File: src/hdl/bfm_pkg.sv
package bfm_pkg;

   localparam int PIXEL_W = 8;
   localparam int PIXEL_MAX = 255;
   localparam int CFG_W = 11;
   localparam int COORD_W = 10;
   localparam int RSP_DATA_W = 32;
   localparam int CSR_INDEX_W = 2;
   localparam int K_W = 3;

   localparam int DEF_MAX_WIDTH = 1024;
   localparam int DEF_MAX_HEIGHT = 1024;
   localparam int DEF_MAX_MASK = 7;
   localparam int SMALL_K = 3;

   localparam int RECIP_SHIFT = 20;
   localparam int RECIP_W = 17;

   localparam logic [CFG_W-1:0] RESET_WIDTH = 11'd1024;
   localparam logic [CFG_W-1:0] RESET_HEIGHT = 11'd1024;

   localparam logic [CSR_INDEX_W-1:0] CSR_IMAGE_WIDTH = 2'd0;
   localparam logic [CSR_INDEX_W-1:0] CSR_IMAGE_HEIGHT = 2'd1;
   localparam logic [CSR_INDEX_W-1:0] CSR_MASK_SELECT = 2'd2;

   localparam logic MASK_LARGE = 1'b1;

   typedef struct packed {
      logic emit;
      logic eof;
   } bfm_tag_type;

   // Scaled reciprocal of k*k; exact truncation for every window sum of 8-bit pixels.
   function automatic logic [RECIP_W-1:0] recip_for(input logic [K_W-1:0] k);
      logic [RECIP_W-1:0] m;
      case (k)
         3'd3: m = 17'd116509;
         3'd4: m = 17'd65536;
         3'd5: m = 17'd41944;
         3'd6: m = 17'd29128;
         3'd7: m = 17'd21400;
         default: m = '0;
      endcase
      return m;
   endfunction

endpackage

File: src/hdl/bfm_window.sv
module bfm_window import bfm_pkg::*; #(
   parameter int MAX_MASK = DEF_MAX_MASK,
   localparam int SLOTS = MAX_MASK - 1,
   localparam int SLOT_W = $clog2(SLOTS),
   localparam int SUM_W = $clog2(PIXEL_MAX * MAX_MASK * MAX_MASK + 1)
) (
   input  logic                           clock,
   input  logic                           reset,
   input  logic                           load,
   input  logic                           mask_select,
   input  logic [PIXEL_W-1:0]             pixel,
   input  logic [SLOT_W-1:0]              slot,
   input  logic [SLOTS-1:0][PIXEL_W-1:0]  line_data,
   output logic [SUM_W-1:0]               window_sum
);

   localparam int IDX_W = $clog2(2 * SLOTS);
   localparam int SMALL_COL_W = $clog2(PIXEL_MAX * SMALL_K + 1);
   localparam int LARGE_COL_W = $clog2(PIXEL_MAX * MAX_MASK + 1);

   logic [PIXEL_W-1:0]     column [MAX_MASK];
   logic [IDX_W-1:0]       idx;
   logic [SMALL_COL_W-1:0] small_col;
   logic [LARGE_COL_W-1:0] large_col;
   logic [SMALL_COL_W-1:0] small_ff [SMALL_K];
   logic [LARGE_COL_W-1:0] large_ff [MAX_MASK];
   logic [SUM_W-1:0]       small_sum;
   logic [SUM_W-1:0]       large_sum;

   // Row i back of the new column sits in the line slot i rows behind the current one.
   always_comb begin
      column[0] = pixel;
      for (int i = 1; i < MAX_MASK; i++) begin
         idx = IDX_W'(slot) + IDX_W'(SLOTS - i);
         if (idx >= IDX_W'(SLOTS)) begin
            idx = idx - IDX_W'(SLOTS);
         end
         column[i] = line_data[idx[SLOT_W-1:0]];
      end
      small_col = '0;
      for (int i = 0; i < SMALL_K; i++) begin
         small_col = small_col + SMALL_COL_W'(column[i]);
      end
      large_col = '0;
      for (int i = 0; i < MAX_MASK; i++) begin
         large_col = large_col + LARGE_COL_W'(column[i]);
      end
   end

   always_ff @(posedge clock) begin
      if (reset) begin
         for (int j = 0; j < SMALL_K; j++) begin
            small_ff[j] <= '0;
         end
         for (int j = 0; j < MAX_MASK; j++) begin
            large_ff[j] <= '0;
         end
      end else if (load) begin
         small_ff[0] <= small_col;
         for (int j = 1; j < SMALL_K; j++) begin
            small_ff[j] <= small_ff[j-1];
         end
         large_ff[0] <= large_col;
         for (int j = 1; j < MAX_MASK; j++) begin
            large_ff[j] <= large_ff[j-1];
         end
      end
   end

   always_comb begin
      small_sum = '0;
      for (int j = 0; j < SMALL_K; j++) begin
         small_sum = small_sum + SUM_W'(small_ff[j]);
      end
      large_sum = '0;
      for (int j = 0; j < MAX_MASK; j++) begin
         large_sum = large_sum + SUM_W'(large_ff[j]);
      end
   end

   assign window_sum = (mask_select == MASK_LARGE) ? large_sum : small_sum;

endmodule

File: config.mk
export PLATFORM = sky130hd
export DESIGN_NAME = bfm_window
export DESIGN_NICKNAME = d
export VERILOG_FILES = /design/src/hdl/bfm_pkg.sv /design/src/hdl/bfm_window.sv
export SDC_FILE = /design/constraint.sdc
export NUM_CORES = 1
export LEC_CHECK = 0
export BUFFER_PORTS_ARGS = -buffer_cell sky130_fd_sc_hd__buf_2
export CAP_MARGIN = 30
export CORE_MARGIN = 3
export CORE_UTILIZATION = 42
export DETAILED_ROUTE_END_ITERATION = 7
export PLACE_DENSITY = 0.63
export SLEW_MARGIN = 10
export SYNTH_ARGS = -nofsm -noshare
export SYNTH_HDL_FRONTEND = slang
export SYNTH_SLANG_ARGS = --single-unit
File: constraint.sdc
create_clock -name clock -period 8.1 [get_ports clock]
set_input_delay 1.215 -clock clock [delete_from_list [all_inputs] [get_ports clock]]
set_output_delay 1.215 -clock clock [all_outputs]
set_load 0.005 [all_outputs]
### Word level (Yosys, flattened, before mapping)

Memory sizes are Yosys's and may differ from the RTL's.
Index checks and enable logic that the tools add are counted.

| word-level totals | value |
|---|---|
| register bits | 0 |
| memory bits (writable) | 107 |
| input port bits | 63 |
| output and inout bits | 14 |
| word-level logic and storage cells | 85 |
| memories kept | 2 |

Memory list:

| memory | depth | width | read ports | clocked after memory_dff | wr ports | line | RTL |
|---|---|---|---|---|---|---|---|
| large_ff | 7 | 11 | 7 | 0 | 7 | bfm_window.sv:26 | `logic [LARGE_COL_W-1:0] large_ff [MAX_MASK];` |
| small_ff | 3 | 10 | 3 | 0 | 3 | bfm_window.sv:25 | `logic [SMALL_COL_W-1:0] small_ff [SMALL_K];` |

| operators by class | value |
|---|---|
| $add $sub $neg | 27 |
| order comparisons | 12 |
| mux-type cells | 34 |
| bitwise gates (word level) | 10 |

Operators with widths:

| cell | count |
|---|---|
| $bmux W8 S3 | 6 |
| $mux W11 | 7 |
| $mux W8 | 6 |
| $add A14 B11 Y14 | 3 |
| $add A11 B8 Y11 | 3 |
| $mux W10 | 3 |
| $lt A3 B4 Y1 const B | 6 |
| $add A9 B8 Y10 | 2 |
| $ge A4 B3 Y1 const B | 5 |
| $add A8 B8 Y9 | 2 |
| $mux W3 | 6 |
| $sub A3 B3 Y3 const B | 6 |
| $add A13 B11 Y14 | 1 |
| $mux W14 | 1 |
| $add A12 B11 Y13 | 1 |
| $add A11 B10 Y12 | 1 |
| $add A11 B11 Y12 | 1 |
| $add A10 B10 Y11 | 1 |
| $add A10 B8 Y11 | 1 |
| $or A1 B1 Y1 | 10 |
| $add A3 B2 Y4 const B | 2 |
| $add A3 B3 Y4 const B | 2 |
| $mux W1 | 5 |
| $add A3 B1 Y4 const B | 1 |
| $ge A3 B3 Y1 const B | 1 |

### Logic depth before layout (Yosys ltp)

| depth | value |
|---|---|
| depth in word-level cells | 12 |
| depth in mapped cells | 28 |
| gate-level depth less buffers | 24 |

### Worst setup path before layout

No wires, ideal clock.

| timing path | value |
|---|---|
| path type | input to register |
| start point | input slot[0] |
| end point | memory large_ff[0][8] (netlist bit) (data pin) |
| library setup time | 255 ps |
| arrival | 6578 ps |
| setup slack | 1267 ps |
| cell stages on the path | 26 |
| path through | buf_4 buf_2 buf_4 inv_1 ha_1 buf_2 nor3_1 a21oi_1 buf_2 nor2_1 a211oi_1 a31oi_1 fa_1 inv_1 fa_1 fa_1 inv_1 fa_1 inv_1 ha_1 a21o_1 a21oi_1 o21ai_0 o41ai_2 xnor2_1 and2_1 |

RTL lines:

| element | line | RTL |
|---|---|---|
| start: declaration | bfm_window.sv:12 | `input logic [SLOT_W-1:0] slot,` |
| end: declaration | bfm_window.sv:26 |  |

==> run_results.csv <==
group,metric,value,unit
yosys,avgSynthCellArea,10.66,um2
setup_path,endpoint_kind,"flop",
sta,grt_setup_unrepaired,"false",
setup_path,slowest_stage,"ha_1",
yosys,synthesis.nets,1190,
yosys,synthCells,963,
setup_path,critPathMaxFanout,21,
cts,ctsResizeCount,0,
sta,fin_ws,1.442,ns
cts,hold_buffers,0,
setup_path,crit_start,"slot[1]",
yosys,synth_top_flop_cell,"edfxtp_1",
detailed_routing,wire_per_inst,16.05,um
cts,cts_buffer_depth,2,
cells_and_area,insertedDiodeCount,0,
sta,fmax,150.2,MHz
placement,port_buffers,76,
global_route,grt_max_degree,78,
power_and_ir_drop,leakage,0.004911,uW
setup_path,r2r_end,"large_ff[0][21]$_SDFFCE_PN0P_",
global_route,grt_overflow_total,0,
global_route,grt.total_usage,17.16,%
setup_path,critical_path_class,"input pin to flop",
detailed_routing,drc,0,
sta,final.period_utilization,82.20,%
sta,maxSlewHeadroom,47.70,%
sta,skew,0.008032,ns
placement,dp_slack,1.101,ns
cells_and_area,area_growth,9.311,%
sta,setup_viol_count_final,0,
setup_path,critPathArrivalTime,6.77,ns
floorplan,ios,77,
power_and_ir_drop,vdd_drop_max,331.7,uV
cells_and_area,fin_nets,1244,
cts,numCtsBuffers,9,
floorplan,dieHeight,162.4,um
cts,cts.sinks,107,
setup_path,timing.critical_path.buf_inv,7,
cts,root_buffer,"clkbuf_16",
detailed_routing,via_per_inst,5.291,
setup_path,startpoint_type,"input pin",
yosys,yosysUniqueCellTypes,63,
setup_path,crit_cells,22,
cts,htreeDepth,3,
detailed_routing,first_pass_iters,5,
setup_path,cp_cell_sequence,"buf_2, inv_1, ha_1, buf_4, a21oi_1, buf_4, a211oi_1, a31oi_1, fa_1, inv_1, fa_1, fa_1, inv_1, fa_1, inv_1, ha_1, a21o_1, a21oi_1, o21ai_0, o41ai_2, xnor2_1, and2_1",
setup_path,path_delay_family,"adder cells",
run_status,status,"completed",
sta,whs,0.5786,ns
yosys,synth-edff-count,107,
sta,tightest_slew,0.7844,ns
global_route,grt_pass1_wl,36380,um
yosys,ys_warn_count,0,
sta,timing.final.hold_violations,0,
floorplan,die-area,26360,um2
detailed_routing,drt_wl_total,21500,um
setup_path,r2r_start,"large_ff[0][10]$_SDFFCE_PN0P_",
setup_path,reg2reg_depth,1,
setup_path,r2r_slack,7.24,ns
floorplan,die_x,162.4,um
cts,cts_setup_buffers,0,
floorplan,rows,56,
detailed_routing,ant_nets,0,
cells_and_area,drive_gt1_share,14.20,%
placement,routabilityCongestion,0.8787,
sta,finalCriticalPeriod,6.658,ns
sta,final_max_slew_viol_count,0,
cts,cts_tree,"built",
run,drv_cap,0,
cts,clk-insertion-delay-late,0.35,ns
floorplan,placeableCoreArea,23750,um2
setup_path,critPathMaxStageDelay,0.63,ns
cells_and_area,fillers,2210,
worst_hold_path,min_path_type,"flop to flop",
global_route,grt_pass1_vias,7254,
yosys,async_reset_ff_share,0,%
yosys,synth_area,10270,um2
setup_path,endpoint,"large_ff[0][8]$_SDFFCE_PN0P_",
sta,setup_tns,0,ns
detailed_routing,dr.first_iter.drc_count,472,
detailed_routing,num_vias,7090,
placement,dpl.hpwl,17240,um
setup_path,worstPathRequired,8.21,ns
floorplan,initial_utilization,43.23,%
global_route,antenna_found_initial,0,
cts,clk_pin_slew,0.07,ns
yosys,ys_ff_latch,107,
yosys,ys_seq_area_share,31.29,%
power_and_ir_drop,power.density,417.6,nW/um2
==> through the flow <==
stage	total power [uW]	instance area, um2	instances	utilization [%]
final	4687	11220	1340	47.25
after global placement	4223	10910	1324	45.94
after floorplan	3458	10270	963	-
after global routing	5309	11220	1340	47.25
after CTS	4755	11210	1339	47.19
after detailed placement	4277	10910	1324	45.94
==> cells in the mapped netlist, types with 3 or more instances <==
cell type / n / area (um2)
o31ai_1: 3 / 22.52
nor2b_1: 14 / 87.58
ha_1: 53 / 663.1
inv_1: 102 / 382.9
o21a_1: 23 / 172.7
and2_1: 76 / 475.5
nand2_1: 56 / 210.2
nand2b_1: 7 / 43.79
nor3_1: 22 / 110.1
a211oi_1: 17 / 127.6
mux2i_1: 37 / 370.4
buf_6: 3 / 33.78
a32oi_1: 3 / 26.28
a31oi_1: 10 / 62.56
nand3_1: 8 / 40.04
buf_2: 8 / 40.04
buf_4: 7 / 52.55
or3_1: 3 / 18.77
o21ai_1: 5 / 25.02
o22ai_1: 13 / 81.33
xor2_1: 7 / 61.31
clkbuf_1: 26 / 97.59
a311oi_1: 3 / 26.28
a211oi_2: 5 / 62.56
xnor2_1: 12 / 105.1
a21o_1: 11 / 82.58
nor2_1: 59 / 221.5
or2_2: 4 / 25.02
a21oi_1: 34 / 170.2
edfxtp_1: 107 / 3213
fa_1: 111 / 2222
mux2_2: 22 / 247.7
o21ai_0: 41 / 205.2
o22a_1: 14 / 122.6
==> placed cells by master (no fill, tap or decap), types with 9 or more instances in the layout <==
master / count
fa_1: 111
edfxtp_1: 107
inv_1: 102
and2_1: 76
buf_2: 76
nor2_1: 59
nand2_1: 56
ha_1: 53
o21ai_0: 41
mux2i_1: 37
a21oi_1: 34
o21a_1: 23
mux2_2: 22
nor3_1: 22
a211oi_1: 17
o22a_1: 14
o22ai_1: 13
nor2b_1: 13
xnor2_1: 12
a21o_1: 11
buf_4: 11
a31oi_1: 10
clkbuf_16: 9
==> layout make-up <==
class	count	area (um2)	area share, %
inverters	102	382.9	3.411
repair buffers	88	478.0	4.259
multi-input cells	709	6454	57.50
clock inverters	6	71.32	0.6354
clock buffers	9	225.2	2.007
flip-flops and latches	107	3213	28.63
well taps	319	399.1	3.556
==> kinds of logic after synthesis <==
group	count (synthesis)	share of synthesized area, %
AOI/OAI and AO/OA	208	14.10
xor gates and xnor gates	22	2.096
adders and majority gates	164	28.10
buffers and inverters	147	5.947
DFF	107	31.29
muxes	59	6.020
and+or+nand+nor	256	12.44
==> sequential cells by signal (all words and copies together) (netlist names) <==
name / flops
small_ff: 30
large_ff: 77
==> worst min path at each step <==
| stage | start | to | slack (ns) | cells past startpoint |
|---|---|---|---|---|
| 2_1_floorplan | large_ff[0][55]$_SDFFCE_PN0P_ | large_ff[0][66]$_SDFFCE_PP0P_ | 0.54 | 2 |
| 4_1_cts | large_ff[0][28]$_SDFFCE_PN0P_ | large_ff[0][39]$_SDFFCE_PN0P_ | 0.58 | 1 |
| 3_5_place_dp | large_ff[0][28]$_SDFFCE_PN0P_ | large_ff[0][39]$_SDFFCE_PN0P_ | 0.56 | 1 |
| 5_1_grt | large_ff[0][56]$_SDFFCE_PN0P_ | large_ff[0][67]$_SDFFCE_PP0P_ | 0.60 | 2 |
| 6_report | large_ff[0][28]$_SDFFCE_PN0P_ | large_ff[0][39]$_SDFFCE_PN0P_ | 0.58 | 1 |
| 3_3_place_gp | large_ff[0][24]$_SDFFCE_PN0P_ | large_ff[0][35]$_SDFFCE_PN0P_ | 0.55 | 1 |
==> metal layers <==
metal | wire length [um] | GRT usage, % | up-vias
li1 | - | - | 3448
met1 | 9715 | 23.06 | 3489
met2 | 10780 | 29.87 | 124
met3 | 689 | 2.314 | 29
met4 | 322 | 3.645 | 0
met5 | 0 | 0 | -
==> power breakdown <==
group | switching, uW | leakage [uW] | internal, uW | total [uW]
Sequential | 51.8 | 0.00118 | 716 | 767
Clock | 204 | 0.000146 | 242 | 447
Combinational | 1890 | 0.00359 | 1580 | 3470
(Power assumes the default switching activity.)
