--- src/hdl/bfm_pkg.sv ---
package bfm_pkg;

   localparam int PIXEL_W = 8;
   localparam int PIXEL_MAX = 255;
   localparam int CFG_W = 11;
   localparam int COORD_W = 10;
   localparam int RSP_DATA_W = 32;
   localparam int CSR_INDEX_W = 2;
   localparam int K_W = 3;

   localparam int DEF_MAX_WIDTH = 1024;
   localparam int DEF_MAX_HEIGHT = 1024;
   localparam int DEF_MAX_MASK = 7;
   localparam int SMALL_K = 3;

   localparam int RECIP_SHIFT = 20;
   localparam int RECIP_W = 17;

   localparam logic [CFG_W-1:0] RESET_WIDTH = 11'd1024;
   localparam logic [CFG_W-1:0] RESET_HEIGHT = 11'd1024;

   localparam logic [CSR_INDEX_W-1:0] CSR_IMAGE_WIDTH = 2'd0;
   localparam logic [CSR_INDEX_W-1:0] CSR_IMAGE_HEIGHT = 2'd1;
   localparam logic [CSR_INDEX_W-1:0] CSR_MASK_SELECT = 2'd2;

   localparam logic MASK_LARGE = 1'b1;

   typedef struct packed {
      logic emit;
      logic eof;
   } bfm_tag_type;

   // Scaled reciprocal of k*k; exact truncation for every window sum of 8-bit pixels.
   function automatic logic [RECIP_W-1:0] recip_for(input logic [K_W-1:0] k);
      logic [RECIP_W-1:0] m;
      case (k)
         3'd3: m = 17'd116509;
         3'd4: m = 17'd65536;
         3'd5: m = 17'd41944;
         3'd6: m = 17'd29128;
         3'd7: m = 17'd21400;
         default: m = '0;
      endcase
      return m;
   endfunction

endpackage

--- src/hdl/bfm_locate.sv ---
module bfm_locate import bfm_pkg::*; #(
   parameter int MAX_WIDTH = DEF_MAX_WIDTH,
   parameter int MAX_HEIGHT = DEF_MAX_HEIGHT,
   parameter int MAX_MASK = DEF_MAX_MASK,
   localparam int COL_W = $clog2(MAX_WIDTH),
   localparam int ROW_W = $clog2(MAX_HEIGHT),
   localparam int SLOTS = MAX_MASK - 1,
   localparam int SLOT_W = $clog2(SLOTS)
) (
   input  logic               clock,
   input  logic               reset,
   input  logic               accept,
   input  logic               start_of_frame,
   input  logic [CFG_W-1:0]   image_width,
   input  logic [CFG_W-1:0]   image_height,
   input  logic               mask_select,
   output logic [COL_W-1:0]   col,
   output logic [SLOT_W-1:0]  slot,
   output logic [COORD_W-1:0] centre_row,
   output logic [COORD_W-1:0] centre_col,
   output bfm_tag_type        tag
);

   localparam int WW = COL_W + 1;
   localparam int HW = ROW_W + 1;
   localparam int WCMP = (WW > CFG_W) ? WW : CFG_W;
   localparam int HCMP = (HW > CFG_W) ? HW : CFG_W;
   localparam int RXW = (HW > COORD_W) ? HW : COORD_W;
   localparam int CXW = (WW > COORD_W) ? WW : COORD_W;

   logic [COL_W-1:0]  col_ff;
   logic [ROW_W-1:0]  row_ff;
   logic [SLOT_W-1:0] slot_ff;

   logic [WCMP-1:0]   w_cmp;
   logic [HCMP-1:0]   h_cmp;
   logic [WW-1:0]     w_eff;
   logic [HW-1:0]     h_eff;
   logic [K_W-1:0]    k_m1;
   logic [K_W-1:0]    half;
   logic [WW-1:0]     c;
   logic [HW-1:0]     r;
   logic [SLOT_W-1:0] s;
   logic [WW-1:0]     c_in;
   logic [HW-1:0]     r_in;
   logic [SLOT_W-1:0] s_in;
   logic [RXW-1:0]    row_diff;
   logic [CXW-1:0]    col_diff;

   function automatic logic [SLOT_W-1:0] slot_inc(input logic [SLOT_W-1:0] v);
      logic [SLOT_W-1:0] n;
      n = (v == SLOT_W'(SLOTS - 1)) ? '0 : v + SLOT_W'(1);
      return n;
   endfunction

   always_comb begin
      w_cmp = WCMP'(image_width);
      if (w_cmp == '0) begin
         w_cmp = WCMP'(1);
      end else if (w_cmp > WCMP'(MAX_WIDTH)) begin
         w_cmp = WCMP'(MAX_WIDTH);
      end
      h_cmp = HCMP'(image_height);
      if (h_cmp == '0) begin
         h_cmp = HCMP'(1);
      end else if (h_cmp > HCMP'(MAX_HEIGHT)) begin
         h_cmp = HCMP'(MAX_HEIGHT);
      end
      w_eff = w_cmp[WW-1:0];
      h_eff = h_cmp[HW-1:0];

      k_m1 = (mask_select == MASK_LARGE) ? K_W'(MAX_MASK - 1) : K_W'(SMALL_K - 1);
      half = k_m1 >> 1;

      // A stored position that lies outside a smaller frame moves on to the next row or row 0.
      if (start_of_frame) begin
         c = '0;
         r = '0;
         s = '0;
      end else begin
         c = WW'(col_ff);
         r = HW'(row_ff);
         s = slot_ff;
         if (c >= w_eff) begin
            c = '0;
            r = r + HW'(1);
            s = slot_inc(s);
         end
         if (r >= h_eff) begin
            r = '0;
            s = '0;
         end
      end

      tag.emit = (r >= HW'(k_m1)) && (c >= WW'(k_m1));
      tag.eof = (r == h_eff - HW'(1)) && (c == w_eff - WW'(1));
      row_diff = RXW'(r) - RXW'(half);
      col_diff = CXW'(c) - CXW'(half);

      c_in = c + WW'(1);
      r_in = r;
      s_in = s;
      if (c_in >= w_eff) begin
         c_in = '0;
         r_in = r + HW'(1);
         s_in = slot_inc(s);
         if (r_in >= h_eff) begin
            r_in = '0;
            s_in = '0;
         end
      end
   end

   always_ff @(posedge clock) begin
      if (reset) begin
         col_ff <= '0;
         row_ff <= '0;
         slot_ff <= '0;
      end else if (accept) begin
         col_ff <= c_in[COL_W-1:0];
         row_ff <= r_in[ROW_W-1:0];
         slot_ff <= s_in;
      end
   end

   assign col = c[COL_W-1:0];
   assign slot = s;
   assign centre_row = row_diff[COORD_W-1:0];
   assign centre_col = col_diff[COORD_W-1:0];

endmodule

--- config.mk ---
export PLATFORM = sky130hd
export DESIGN_NAME = bfm_locate
export DESIGN_NICKNAME = d
export VERILOG_FILES = /design/src/hdl/bfm_pkg.sv /design/src/hdl/bfm_locate.sv
export SDC_FILE = /design/constraint.sdc
export NUM_CORES = 1
export LEC_CHECK = 0
export BUFFER_PORTS_ARGS = -buffer_cell sky130_fd_sc_hd__buf_2
export CORE_ASPECT_RATIO = 1.4
export CORE_UTILIZATION = 65
export DETAILED_ROUTE_END_ITERATION = 6
export PLACE_DENSITY = 0.89
export SLEW_MARGIN = 15
export SYNTH_ARGS = -nofsm -noshare
export SYNTH_HDL_FRONTEND = slang
export SYNTH_SLANG_ARGS = --single-unit
--- constraint.sdc ---
create_clock -name clock -period 19.4 [get_ports clock]
set_input_delay 0.97 -clock clock [delete_from_list [all_inputs] [get_ports clock]]
set_output_delay 0.97 -clock clock [all_outputs]
set_load 0.02 [all_outputs]
# ---- After elaboration in Yosys (flattened, before gate mapping)
# Cells that the tools add are included.
dict set report word_totals {
  register_bits 23
  wordCells 49
}
dict set report op_classes {
  add_sub_neg 9
  magnitude_cmp 8
  eq_ne 4
  muxes 21
  n_reduce_logical 4
}
# op n
set op_table {}
lappend op_table {{11-bit 2-to-1 mux} 8}
lappend op_table {{10-bit 2-to-1 mux} 5}
lappend op_table {{11-bit greater-or-equal comparator} 3}
lappend op_table {{3-bit 2-to-1 mux} 8}
lappend op_table {{10-bit by 1-bit adder with 11-bit output (second input constant)} 2}
lappend op_table {{11-bit == test} 2}
lappend op_table {{11-bit by 3-bit greater-or-equal comparator with 1-bit output} 2}
lappend op_table {{11-bit greater-than comparator (second input constant)} 2}
lappend op_table {{11-bit zero test} 2}
lappend op_table {{11-bit by 1-bit subtractor with 11-bit output (second input constant)} 2}
lappend op_table {{10-bit by 2-bit subtractor with 10-bit output} 2}
lappend op_table {{11-bit by 1-bit adder with 11-bit output (second input constant)} 1}
lappend op_table {{10-bit by 11-bit greater-or-equal comparator with 1-bit output} 1}
lappend op_table {{3-bit by 1-bit adder with 3-bit output (second input constant)} 2}
lappend op_table {{3-bit == test (second input constant)} 2}
lappend op_table {{1-bit logical AND} 2}

# ---- Logic depth before layout (Yosys ltp)
dict set report depth {
  ltp_word 13
  ltp_mapped 36
  mapped_depth_nobuf 33
}

# ---- Worst setup path after synthesis
# Ideal clock, no wire load.
dict set report synth_timing {
  kind {input to register}
  start {in image_width[5]}
  end {reg row_ff[3]}
  setup_ps 91
  arrival_ps 8024
  path_slack_ps 11285
  cell_stages 33
  n_path_buf 2
  cell_sequence {or2_2 > nor4_1 > a31oi_1 > or2_2 > inv_1 > ha_1 > nand2b_4 > a211oi_4 > o311ai_4 > a21oi_1 > xor2_1 > inv_1 > ha_1 > a211oi_1 > nor2_1 > a211oi_4 > nor2_1 > nor2_1 > ha_1 > and4_1 > clkbuf_1 > and4_1 > xnor2_1 > nor2_1 > ha_1 > a211oi_1 > o211ai_1 > a221oi_1 > nor2b_1 > buf_2 > nand3_1 > mux2_2 > a311oi_1}
}
dict set report synth_via {
  elab_chain_cells 13
  elab_cells_between_ends 18
  cone_classes {2 x add/sub; 5 x order compare; 10 x mux; 1 x reduce/logical}
}
# item line
set synth_lines {}
lappend synth_lines {{start, declared} bfm_locate.sv:14} ;# input logic [CFG_W-1:0] image_width,
lappend synth_lines {{11-bit greater-than comparator} bfm_locate.sv:60} ;# end else if (w_cmp > WCMP'(MAX_WIDTH)) begin
lappend synth_lines {{11-bit 2-to-1 mux} bfm_locate.sv:60}
lappend synth_lines {{11-bit 2-to-1 mux (*)} bfm_locate.sv:58} ;# if (w_cmp == '0) begin
lappend synth_lines {{10-bit by 11-bit greater-or-equal comparator with 1-bit output} bfm_locate.sv:84} ;# if (c >= w_eff) begin
lappend synth_lines {{11-bit 2-to-1 mux} bfm_locate.sv:84}
lappend synth_lines {{11-bit 2-to-1 mux} bfm_locate.sv:76} ;# if (start_of_frame) begin
lappend synth_lines {{11-bit greater-or-equal comparator} bfm_locate.sv:89} ;# if (r >= h_eff) begin
lappend synth_lines {{11-bit 2-to-1 mux} bfm_locate.sv:89}
lappend synth_lines {{11-bit 2-to-1 mux} bfm_locate.sv:76}
lappend synth_lines {{11-bit by 1-bit adder with 11-bit output} bfm_locate.sv:105} ;# r_in = r + HW'(1);
lappend synth_lines {{11-bit greater-or-equal comparator} bfm_locate.sv:107} ;# if (r_in >= h_eff) begin
lappend synth_lines {{10-bit 2-to-1 mux} bfm_locate.sv:107}
lappend synth_lines {{10-bit 2-to-1 mux (*)} bfm_locate.sv:103} ;# if (c_in >= w_eff) begin
lappend synth_lines {{end signal, assigned} bfm_locate.sv:121} ;# row_ff <= r_in[ROW_W-1:0];
lappend synth_lines {{end, declared} bfm_locate.sv:32} ;# logic [ROW_W-1:0] row_ff;
# Every way passes the cells marked *; elsewhere a longest branch is shown, timed or not. The select of a mux whose other input is x is not followed.
# A chain may end at the register's enable or synchronous reset.

# ---- Final worst setup path
# Same ends and word-level chain as after synthesis.

==> reports/results.tsv <==
metric	value	unit
Sequential Power Share	25.8	%
CTS tree	yes	
CTS-repair resized insts	0	
pwr/cell area	42.1	mW/mm²
Via Count	5081	
Die Y	100	µm
final hold slack	492	ps
DP Cell Count	755	
Inserted Clock Buffers	3	
number of synthesized flops with an enable pin	0	
CP arrival	9720	ps
cell taking the most area after synthesis	ha_1	
sequential share of the synthesized area	10.2	%
Synth top area share	14.7	%
number of max-cap violations	0	
largest family of logic cells by synthesized area	simple AND/OR/NAND/NOR gates	
core box area	0.00666	mm²
number of inserted diodes	0	
post-route insts no fill	759	
sw frac	47.3	%
initial antenna violation count	0	
count leader, synth	nor2_1	
num rows	35	
Yosys warning count	0	
CP required	19590	ps
syn avg cell area	7.16	µm²
FFs w/ async S/R, synth	0	%
Post-CTS Setup Bufs	0	
Post-Synth Adder-Cell Area	15.6	%
largest net degree at the start of global routing	37	
root buf cell	clkbuf_8	
Synth cell types	85	
Routed Antenna Nets	0	
critical path's largest stage delay	790	ps
vias in the first global route	4699	
crit-path max FO	12	
Logic pwr share	58.4	%
nets	750	
first-pass GRT wire length	22.3	mm
share of layout cells above drive strength 1	14.8	%
Pleak	2.08	nW
worst IR drop on VDD	0.0433	mV
PortBufs	61	
Seq cells post-synth	23	
min cycle time layout	9520	ps
slew of the pin with the lowest slew margin	972	ps
GRT Util Overall	39.2	%
switching power	0.0968	mW
Hold WC Path Type	reg2reg	
FMAX	105	MHz
number of iterations in the first detailed-routing pass	5	
count of final hold-check violations	0	
hold buffers post-CTS	0	
fin. max-slew vios	0	
Final setup viols	0	
Worst Setup Start Kind	input pin	
Post-Synth XOR/XNOR Area	9.33	%
WL per Instance	18.9	µm
Remaining DRCs	0	
initial core utilization	67.7	%
Max-slew headroom	34.7	%
Tcrit/Tclk final	49.1	%
vias per cell	6.69	
status	finished clean	
DP HPWL	11.4	mm
Top Ports	62	
CP max-delay cell	a221oi_1	
Compound-Gate Fraction of Synth Area	24.7	%
Die W	72.4	µm
Clock Sinks	23	
critical path class	in2reg	
clock share of power	15.7	%
Synth area leaders	ha_1, dfxtp_1, nor2_1, nand2_1, xnor2_1	
Clock Path Buffers	2	
Commonest cells post-synth	nor2_1, nand2_1, ha_1, o21ai_0, nand3_1	
die area	0.00727	mm²
mux cell area share after synthesis	3.28	%
global route total overflow	0	
drt total wl	14.4	mm
syn_nets	711	
RSZ-0062 raised after global routing	no	
GP Congestion	0.989	
Synth Area in Simple Gates	31.4	%
Max Clock Skew	5.86	ps
internal power	0.108	mW
Layout area overhead	7.86	%
clock latency on the worst-skew pair	280	ps
initial drt markers	310	
cells after synthesis	629	
Worst-path clk slew	90	ps
crit end category	flop	
Primary FF master, synth	dfxtp_1	
setup TNS	0	ps
post-synthesis cell area	0.00450	mm²
H-tree Lvls	1	
-- state kept, by name (all words and copies together), names as in the netlist --
name / cells
col_ff: 10
row_ff: 10
slot_ff: 3
-- logic make-up after synthesis --
| family | Yosys count |
|---|---|
| AOI/OAI and AO/OA | 154 |
| xor gates and xnor gates | 48 |
| adders and majority gates | 55 |
| buffers and inverters | 58 |
| DFF | 23 |
| muxes | 14 |
| and+or+nand+nor | 277 |
-- per-layer routing --
metal  vias up  share of wire, %  GRT usage (%)
li1       2384                 -              -
met1      2389                38           43.4
met2       240                49           69.5
met3        68               6.2           4.50
met4         0               7.0           25.3
met5         -                 0              0
-- stage by stage --
step,instance area (µm²),util (%),power (mW),setup WS [ps]
6_report,4860,73.0,0.205,9880
5_1_grt,4860,73.0,0.215,9290
4_1_cts,4860,73.0,0.202,10030
3_5_place_dp,4810,72.3,0.170,9780
3_3_place_gp,4810,72.3,0.168,10100
2_1_floorplan,4500,-,0.138,11290
-- final cells by class --
class / count / area, µm²
tap: 92 / 115
multi-input combinational: 548 / 3800
sequential: 23 / 460
timing repair buffer: 66 / 343
inverter: 26 / 97.6
clock buffer: 4 / 45.0
fill: 577 / 1800
-- power groups by stage --
stage / logic (mW) / clock network, mW / registers [mW]
3_3_place_gp: 0.114 / 0 / 0.0537
5_1_grt: 0.130 / 0.0327 / 0.0532
3_5_place_dp: 0.117 / 0 / 0.0538
6_report: 0.120 / 0.0322 / 0.0528
2_1_floorplan: 0.0863 / 0 / 0.0521
4_1_cts: 0.117 / 0.0319 / 0.0526
-- critical path: cells and delay by family --
| kind | cells | cell delay, ps |
|---|---|---|
| buffers and inverters | 3 | 400 |
| multiplexers | 1 | 290 |
| AO/OA/AOI/OAI | 10 | 2710 |
| adder cells (fa/ha/maj) | 4 | 1200 |
| AND/OR/NAND/NOR | 12 | 3460 |
| XOR/XNOR | 2 | 690 |
-- cells in the final DEF, fill, tap and decap left out, types with 10 or more instances in the layout --
cell type  instances
xor2_1            23
inv_1             24
a21oi_1           27
nand2_1           63
o21ai_0           33
nand3_1           28
ha_1              53
dfxtp_1           23
a211oi_1          14
and2_1            10
buf_2             61
nor3_1            25
xnor2_1           25
nor2_1            74
nor2b_1           12
mux2i_1           11
-- worst paths after layout --
kind / endpoint / from / slack (ps) / cells after the start
worst min register to register: slot_ff[2]$_SDFFE_PP0P_ / slot_ff[2]$_SDFFE_PP0P_ / 490 / 2
worst max-delay path: row_ff[3]$_SDFFE_PP0P_ / image_width[5] / 9880 / 32
worst min-delay path: slot_ff[2]$_SDFFE_PP0P_ / slot_ff[2]$_SDFFE_PP0P_ / 490 / 2
worst max register to register: row_ff[3]$_SDFFE_PP0P_ / col_ff[4]$_SDFFE_PP0P_ / 11340 / 26
(Power assumes the default switching activity.)
