### src/hdl/bfm_pkg.sv
package bfm_pkg;

   localparam int PIXEL_W = 8;
   localparam int PIXEL_MAX = 255;
   localparam int CFG_W = 11;
   localparam int COORD_W = 10;
   localparam int RSP_DATA_W = 32;
   localparam int CSR_INDEX_W = 2;
   localparam int K_W = 3;

   localparam int DEF_MAX_WIDTH = 1024;
   localparam int DEF_MAX_HEIGHT = 1024;
   localparam int DEF_MAX_MASK = 7;
   localparam int SMALL_K = 3;

   localparam int RECIP_SHIFT = 20;
   localparam int RECIP_W = 17;

   localparam logic [CFG_W-1:0] RESET_WIDTH = 11'd1024;
   localparam logic [CFG_W-1:0] RESET_HEIGHT = 11'd1024;

   localparam logic [CSR_INDEX_W-1:0] CSR_IMAGE_WIDTH = 2'd0;
   localparam logic [CSR_INDEX_W-1:0] CSR_IMAGE_HEIGHT = 2'd1;
   localparam logic [CSR_INDEX_W-1:0] CSR_MASK_SELECT = 2'd2;

   localparam logic MASK_LARGE = 1'b1;

   typedef struct packed {
      logic emit;
      logic eof;
   } bfm_tag_type;

   // Scaled reciprocal of k*k; exact truncation for every window sum of 8-bit pixels.
   function automatic logic [RECIP_W-1:0] recip_for(input logic [K_W-1:0] k);
      logic [RECIP_W-1:0] m;
      case (k)
         3'd3: m = 17'd116509;
         3'd4: m = 17'd65536;
         3'd5: m = 17'd41944;
         3'd6: m = 17'd29128;
         3'd7: m = 17'd21400;
         default: m = '0;
      endcase
      return m;
   endfunction

endpackage

### src/hdl/bfm_mean.sv
module bfm_mean import bfm_pkg::*; #(
   parameter int MAX_MASK = DEF_MAX_MASK,
   localparam int SUM_W = $clog2(PIXEL_MAX * MAX_MASK * MAX_MASK + 1)
) (
   input  logic [SUM_W-1:0]   window_sum,
   input  logic               mask_select,
   output logic [PIXEL_W-1:0] mean_value
);

   localparam int PROD_W = SUM_W + RECIP_W;

   logic [K_W-1:0]    k;
   logic [PROD_W-1:0] product;

   assign k = (mask_select == MASK_LARGE) ? K_W'(MAX_MASK) : K_W'(SMALL_K);
   assign product = PROD_W'(window_sum) * PROD_W'(recip_for(k));
   assign mean_value = product[RECIP_SHIFT +: PIXEL_W];

endmodule

### config.mk
export PLATFORM = sky130hd
export DESIGN_NAME = bfm_mean
export DESIGN_NICKNAME = d
export VERILOG_FILES = /design/src/hdl/bfm_pkg.sv /design/src/hdl/bfm_mean.sv
export SDC_FILE = /design/constraint.sdc
export NUM_CORES = 1
export LEC_CHECK = 0
export BUFFER_PORTS_ARGS = -buffer_cell sky130_fd_sc_hd__buf_2
export CAP_MARGIN = 20
export CORE_UTILIZATION = 50
export DETAILED_ROUTE_END_ITERATION = 6
export PLACE_DENSITY_LB_ADDON = 0.3
export REMOVE_ABC_BUFFERS = 1
export SYNTH_ARGS = -nofsm -noshare
export SYNTH_HDL_FRONTEND = slang
export SYNTH_SLANG_ARGS = --single-unit
### constraint.sdc
create_clock -name vclk -period 11.85
set_input_delay 0.5925 -clock vclk [all_inputs]
set_output_delay 0.5925 -clock vclk [all_outputs]
set_load 0.03 [all_outputs]
# == Yosys cells after proc, flatten, opt, wreduce, memory -nomap -nowiden ==
# Cells that the tools add are included.
# word_totals
reg_bits,0
inputBits,15
out_inout_bits,8
word_cells,8
# op_classes
n_mul,1
n_eq_ne,5
muxes,2
# ops
op,n
$pmux W17 S5,1
$mul A14 B17 Y28,1
$eq A3 B3 Y1 const B,4
$eq A3 B2 Y1 const B,1
$mux W3,1

# == Longest topological paths before layout ==
# Gate-level depths: netlist of run 1.
# logic_depth
ltp_word,4
mapped_depth,20
mapped_depth_nobuf,19

# == Worst setup path before layout of run 1 ==
# OpenSTA, ideal clock, no wires.
# synth_path
path_kind,input port to output port
start,in mask_select
end,out mean_value[6]
arrival_time_ps,5654
required_ps,11257
setup_slack_ps,5604
cell_stages,19
path_buffers,1
cell_sequence,clkbuf_1 > and2_1 > fa_1 > inv_1 > fa_1 > fa_1 > inv_1 > fa_1 > inv_1 > fa_1 > inv_1 > fa_1 > ha_1 > nand4_1 > a211oi_1 > a211oi_2 > o2111ai_2 > a41oi_1 > xnor2_1
# synth_between
elab_chain_len,4
word_cells_on_any_way,8
classes_between,mul (1); eq/ne (5); mux (2)
# synth_rtl
item,line_no,source
start: declaration,bfm_mean.sv:6,"input logic mask_select,"
$mux W3 (*),bfm_mean.sv:15,assign k = (mask_select == MASK_LARGE) ? K_W'(MAX_MASK) : K_W'(SMALL_K);
$eq A3 B3 Y1 or $eq A3 B2 Y1 (tied branches),bfm_pkg.sv:36,case (k)
$pmux W17 S5 (*),bfm_pkg.sv:36,
$mul A14 B17 Y28 (*),bfm_mean.sv:16,assign product = PROD_W'(window_sum) * PROD_W'(recip_for(k));
end: declaration,bfm_mean.sv:7,output logic [PIXEL_W-1:0] mean_value
# Mark *: on every way between the ends. The rest lies on a longest branch, timed or not.

# == Worst setup path after layout of run 1 ==
# layout_path
start,in mask_select
end,out mean_value[5]
# Same word-level chain as after synthesis.

==> results.txt, run 1 <==
The run gives 0.607 as the worst max-slew margin expressed relative to the limit. Number of violations of the max-capacitance limit: 0. For this run, the post-layout net count is 765.

From synthesis to final layout, the design area changed by 5.70%. The netlist uses 39 different library cells. After detailed routing, the average wire length per cell comes to 14.2 um. Setup violations remaining at the end of the flow were counted as 0. The largest area contributor in the synthesized netlist was sky130_fd_sc_hd__fa_1. Timing would allow up to 0.148 GHz. The logs give 6.16 ns for the critical path arrival and 128 for the number of DRC violations after detailed-routing iteration 0. The count of pins over their slew limit came out at 0. Using the TritonRoute via totals, the vias-per-cell ratio works out to 4.96.

For the overflow left after global routing, the log shows 0. The layout has 839 filler cells. On the worst path, the slowest cell contributes a delay of 0.56 ns. The run gives 0 as the final routed DRC violation total.

Dividing the synthesized area by the synthesized cell count gives 9.84 um2. After synthesis, the cell types taking the most area are sky130_fd_sc_hd__fa_1 (42%), sky130_fd_sc_hd__ha_1 (31%), sky130_fd_sc_hd__inv_1 (13%). In this run the count of I/O pins placed on the die edge is 23. For the placeable core region, the log shows 0.00937 mm2. The portion of the clock cycle consumed by the worst path in the final layout is 0.569. The tools report the antenna cell count as 0. The logs give 0 for the portion of the post-synthesis area used by sequential elements and 4 for the iteration count of the initial detailed-routing pass. The synthesized area is 0.00492 mm2. The type of element launching the critical path was an input port.

After clock tree synthesis, the flow added hold-fix buffers numbering 0. Number of hold-slack violations in the final timing report: 0. Entering global routing, the biggest net connects 29 pins.

The logs give 0 for the number of setup buffers added after CTS and 8830 um for the post-detailed-placement half-perimeter wirelength. The cell type of the slowest stage on the worst timing path was sky130_fd_sc_hd__fa_1. The tools report the starting density of the core as 0.525. The tools report the routability congestion estimate from global placement as 0.863. Leaving out fill and tap cells, the most frequent cells in the layout are sky130_fd_sc_hd__inv_1 (176), sky130_fd_sc_hd__ha_1 (121), sky130_fd_sc_hd__fa_1 (103). The antenna violation net count after detailed routing is 0.

The layout cell share with drive strength beyond 1 works out to 0.0630. The combined area of the multi-input logic cells is 0.00426 mm2, and the count of yosys warnings during synthesis is 0. The maximum fanout encountered on the critical timing path is 28.

Setup repair after global routing left no endpoint under its margin. The routed design has 9270 um of wire. The flow ran to the end, and the final reports show no timing, DRC or antenna violations. The synthesized instance count was 500; the total routing resource utilization after global routing was 0.209. Traced cell by cell, the critical path runs through buf_2, nand2b_1, fa_1, inv_1, ha_1, inv_1, fa_1, inv_1, fa_1, fa_1, inv_1, fa_1, inv_1, ha_1, a21oi_1, o21bai_1, a211oi_2, o2111ai_2, a21o_1, a221oi_2, buf_2.

The layout has 0 clock buffers. Via count of the first global-routing pass: 3501. The final-layout setup total negative slack was 0 ns; the number of flip-flops and latches was 0.

The worst endpoint required time is 11.26 ns. The chip width was 101 um. Summing over every cut layer, the via total after detailed routing is 3241.

The run gives 16600 um as the global-route wire length before repair. By startpoint and endpoint, the worst setup path is classified as in -> out. The run gives 0 um2 as the storage element area. Most frequent standard cell in the layout excluding fill and tap cells: sky130_fd_sc_hd__inv_1. The initialized floorplan defines 35 standard-cell rows.

At the pin with the least slew margin, the transition time is 0.588 ns. The tools report the endpoint class of the critical path as a primary output. After clock tree synthesis, the repair step resized 0 gates. The die is 101 um tall.

The portion of synthesized cell area occupied by the leading cell type is 0.419, and the quantity of I/O buffers inserted on ports is 23. The worst hold path belongs to the class in -> out. For the initial antenna violation count, the log shows 0.

The final period demand of the worst path was 6.75 ns; the area of the die was 0.0102 mm2.
==> path summary, 6_finish.rpt <==
path / startpoint / endpoint / slack, ns / cells after the start
setup / recovery: mask_select / mean_value[5] / 5.10 / 21
hold / removal: window_sum[0] / mean_value[0] / 2.28 / 7
==> critical path: cells and delay by family <==
kind / cells / cell delay (ns)
fa+ha+maj: 7 / 3.02
simple gates: 1 / 0.34
compound gates: 6 / 1.33
buf+inv: 7 / 0.85
==> through the flow <==
stage | utilization | setup slack, ns | cell area (um2) | hold slack [ns] | std cells
floorplan | - | 5.74 | 4920 | 1.85 | 501
global placement | 0.555 | 5.20 | 5200 | 2.28 | 653
detailed placement | 0.555 | 5.11 | 5200 | 2.27 | 653
CTS | 0.555 | 5.10 | 5200 | 2.28 | 653
global route | 0.555 | 4.83 | 5200 | 2.42 | 653
finish | 0.555 | 5.10 | 5200 | 2.28 | 653
==> cells in the mapped netlist, types with 2 or more instances <==
master and number:
sky130_fd_sc_hd__a21oi_1 5, sky130_fd_sc_hd__inv_1 176, sky130_fd_sc_hd__nand3_1 3, sky130_fd_sc_hd__ha_1 121
sky130_fd_sc_hd__a211oi_1 2, sky130_fd_sc_hd__and2_1 16, sky130_fd_sc_hd__or2_2 3, sky130_fd_sc_hd__a211oi_2 2
sky130_fd_sc_hd__xnor2_1 8, sky130_fd_sc_hd__xor2_1 2, sky130_fd_sc_hd__o21a_1 3, sky130_fd_sc_hd__clkbuf_1 2
sky130_fd_sc_hd__a21o_1 4, sky130_fd_sc_hd__fa_1 103, sky130_fd_sc_hd__nand2b_1 9, sky130_fd_sc_hd__o21ai_0 3
sky130_fd_sc_hd__nand2_1 4, sky130_fd_sc_hd__nand4_1 4, sky130_fd_sc_hd__nor2_1 9, sky130_fd_sc_hd__a21boi_0 2
==> logic make-up (layout without fill, tap and decap cells) <==
family | count (synthesis) | after routing | synth area share
xor gates and xnor gates | 11 | 11 | 0.0224
other | 1 | 4 | 0.000762
buffers and inverters | 178 | 199 | 0.136
adders and majority gates | 224 | 224 | 0.727
and+or+nand+nor | 54 | 54 | 0.0623
AOI/OAI and AO/OA | 32 | 32 | 0.0516
==> per-layer routing <==
metal	vias up	routed length, um	part of all wire	track usage
met5	-	0	0	0
met4	0	146	0.016	0.0245
met3	10	268	0.029	0.00414
met2	73	4430	0.48	0.344
met1	1597	4430	0.48	0.319
li1	1561	-	-	-
==> final cells by class <==
type,instances,share of cell area
repair buffers,23,0.0221
well taps,129,0.0310
multi-input cells,325,0.820
inverters,176,0.127
Power of run 1 is left out: the tool's default activity adds up to more than one toggle a clock period on the data nets, which glitch-free logic cannot reach.
==> inputs of run 2 (changes only) <==
Clock period 11.85 ns to 6 ns, I/O delays scaled along.
==> results.txt, run 2 (synthesis results as in run 1) <==
The count of pins over their slew limit was 0 (unchanged); the layout cell share with drive strength beyond 1 was 0.100 (was 0.0630). The run gives 0.654 (was 0.607) as the worst max-slew margin expressed relative to the limit. The run finished with clean final reports.

The hold path depth is 7 (unchanged), and the via count is 3255 (was 3241). The sink of the worst hold path was mean_value[0] (unchanged). For the number of DRC violations after detailed-routing iteration 0, the log shows 95 (was 128).

The number of violations of the max-capacitance limit was 0 (unchanged); the wire length after detailed routing was 9490 um (was 9270 um). Leading cell types in the layout, fill and taps excluded: sky130_fd_sc_hd__inv_1 (176), sky130_fd_sc_hd__ha_1 (119), sky130_fd_sc_hd__fa_1 (103) (was sky130_fd_sc_hd__inv_1 (176), sky130_fd_sc_hd__ha_1 (121), sky130_fd_sc_hd__fa_1 (103)). The number of hold-slack violations in the final timing report is 0 (unchanged). Storage element area: 0 um2 (unchanged). Total routing resource utilization after global routing: 0.215 (was 0.209). The number of nets in the layout is 781 (was 765), and the number of vias per cell is 4.87 (was 4.96). The worst endpoint required time is 5.70 ns (was 11.26 ns). For the number of clock buffers in the layout, the log shows 0 (unchanged). The tools report the endpoint class of the critical path as a primary output (unchanged). The number of top-level pins is 23 (unchanged).

The most frequent standard cell in the layout excluding fill and tap cells was sky130_fd_sc_hd__inv_1 (unchanged). The logs give 3667 (was 3501) for the via count of the first global-routing pass and 4 (unchanged) for the iteration count of the initial detailed-routing pass. For the highest clock rate, the log shows 0.174 GHz.

Die outline height: 101 um (unchanged). The chip width is 101 um (unchanged), and the overflow left after global routing is 0 (unchanged). The category of the critical setup timing path was in -> out (unchanged). The run gives 9000 um (was 8830 um) as the post-detailed-placement half-perimeter wirelength. The maximum fanout encountered on the critical timing path was 17 (was 28); the routability congestion estimate from global placement was 0.843 (was 0.863).

Final routed DRC violation total: 0 (unchanged). The portion of the clock cycle consumed by the worst path in the final layout is 0.959. The starting density of the core was 0.525 (unchanged); the area of the die was 0.0102 mm2 (unchanged).

The class of the worst hold path was in -> out (unchanged). The tools report the worst hold path startpoint as window_sum[0] (unchanged). The per-cell routed wire length was 14.2 um (about the same). Placeable core region: 0.00937 mm2 (unchanged). The type of element launching the critical path was an input port (unchanged). The logs give 35 (unchanged) for the cell row count and 17100 um (was 16600 um) for the global-route wire length before repair. Subtracting the final worst setup slack from the clock period gives 5.76 ns. The pin slew with the least headroom to its limit was 0.515 ns (was 0.588 ns); the final-layout setup total negative slack was 0 ns (unchanged). The critical path arrival came out at 5.46 ns (was 6.16 ns).

Quantity of I/O buffers inserted on ports: 23 (unchanged). Maximum number of pins on one net before global-route repair: 18 (was 29). The number of setup buffers added after CTS is 0 (unchanged).

Area growth from synthesis to final layout: 9.39% (was 5.70%). The initial antenna violation count came out at 0 (unchanged). The number of flip-flops and latches is 0 (unchanged), and the antenna cell count is 0 (unchanged).

The number of setup violations in the final report is 0 (unchanged), and the antenna violation net count after detailed routing is 0 (unchanged).
[run 2: repair_timing]
action                     in CTS  in global routing
pin swaps                       0                  9
gates resized for setup         1                 17
gates cloned                    0                  0
setup endpoints to repair       2                  7
hold buffers                    0                  0
[run 2: per-layer routing]
| metal | track usage | share of wire |
|---|---|---|
| met4 | 0.0123 | 0.0059 |
| met2 | 0.380 | 0.49 |
| met3 | 0.00828 | 0.027 |
| met1 | 0.308 | 0.47 |
| met5 | 0 | 0 |
[run 2: final cells by class]
cell class	count	area, um2
fillers	849	3990
well taps	129	161
multi-input cells	325	4310
repair buffers	39	250
inverters	176	661
[run 2: critical path, cell delays in order]
cell and delay, ns:
sky130_fd_sc_hd__buf_4 0.17, sky130_fd_sc_hd__and2_1 0.19, sky130_fd_sc_hd__fa_1 0.49, sky130_fd_sc_hd__inv_1 0.06
sky130_fd_sc_hd__fa_1 0.42, sky130_fd_sc_hd__inv_1 0.09, sky130_fd_sc_hd__fa_1 0.41, sky130_fd_sc_hd__fa_1 0.55
sky130_fd_sc_hd__inv_1 0.05, sky130_fd_sc_hd__fa_1 0.49, sky130_fd_sc_hd__inv_1 0.06, sky130_fd_sc_hd__fa_1 0.57
sky130_fd_sc_hd__ha_4 0.21, sky130_fd_sc_hd__nand4_1 0.11, sky130_fd_sc_hd__a211oi_2 0.06, sky130_fd_sc_hd__a211oi_2 0.23
sky130_fd_sc_hd__buf_4 0.18, sky130_fd_sc_hd__o2111ai_4 0.15, sky130_fd_sc_hd__a21o_1 0.25, sky130_fd_sc_hd__a221oi_2 0.23
sky130_fd_sc_hd__buf_4 0.19
[run 2: worst max-delay path by stage]
stage | from | end | slack [ns]
2_1_floorplan | window_sum[4] | mean_value[6] | 0.47
3_3_place_gp | mask_select | mean_value[7] | 0.10
3_5_place_dp | mask_select | mean_value[7] | -0.03
4_1_cts | mask_select | mean_value[7] | 0.06
5_1_grt | mask_select | mean_value[4] | -0.02
6_report | mask_select | mean_value[5] | 0.24
[run 2: per-stage QoR]
step	instance area [um2]	setup slack, ns	cells	util	hold slack, ns
global placement	5320	0.103	669	0.568	1.71
finish	5380	0.244	669	0.574	1.72
global route	5380	-0.0239	669	0.574	1.81
CTS	5320	0.0607	669	0.568	1.72
detailed placement	5320	-0.0342	669	0.568	1.71
floorplan	4920	0.475	501	-	1.26
Power of run 2 is left out for the same reason.
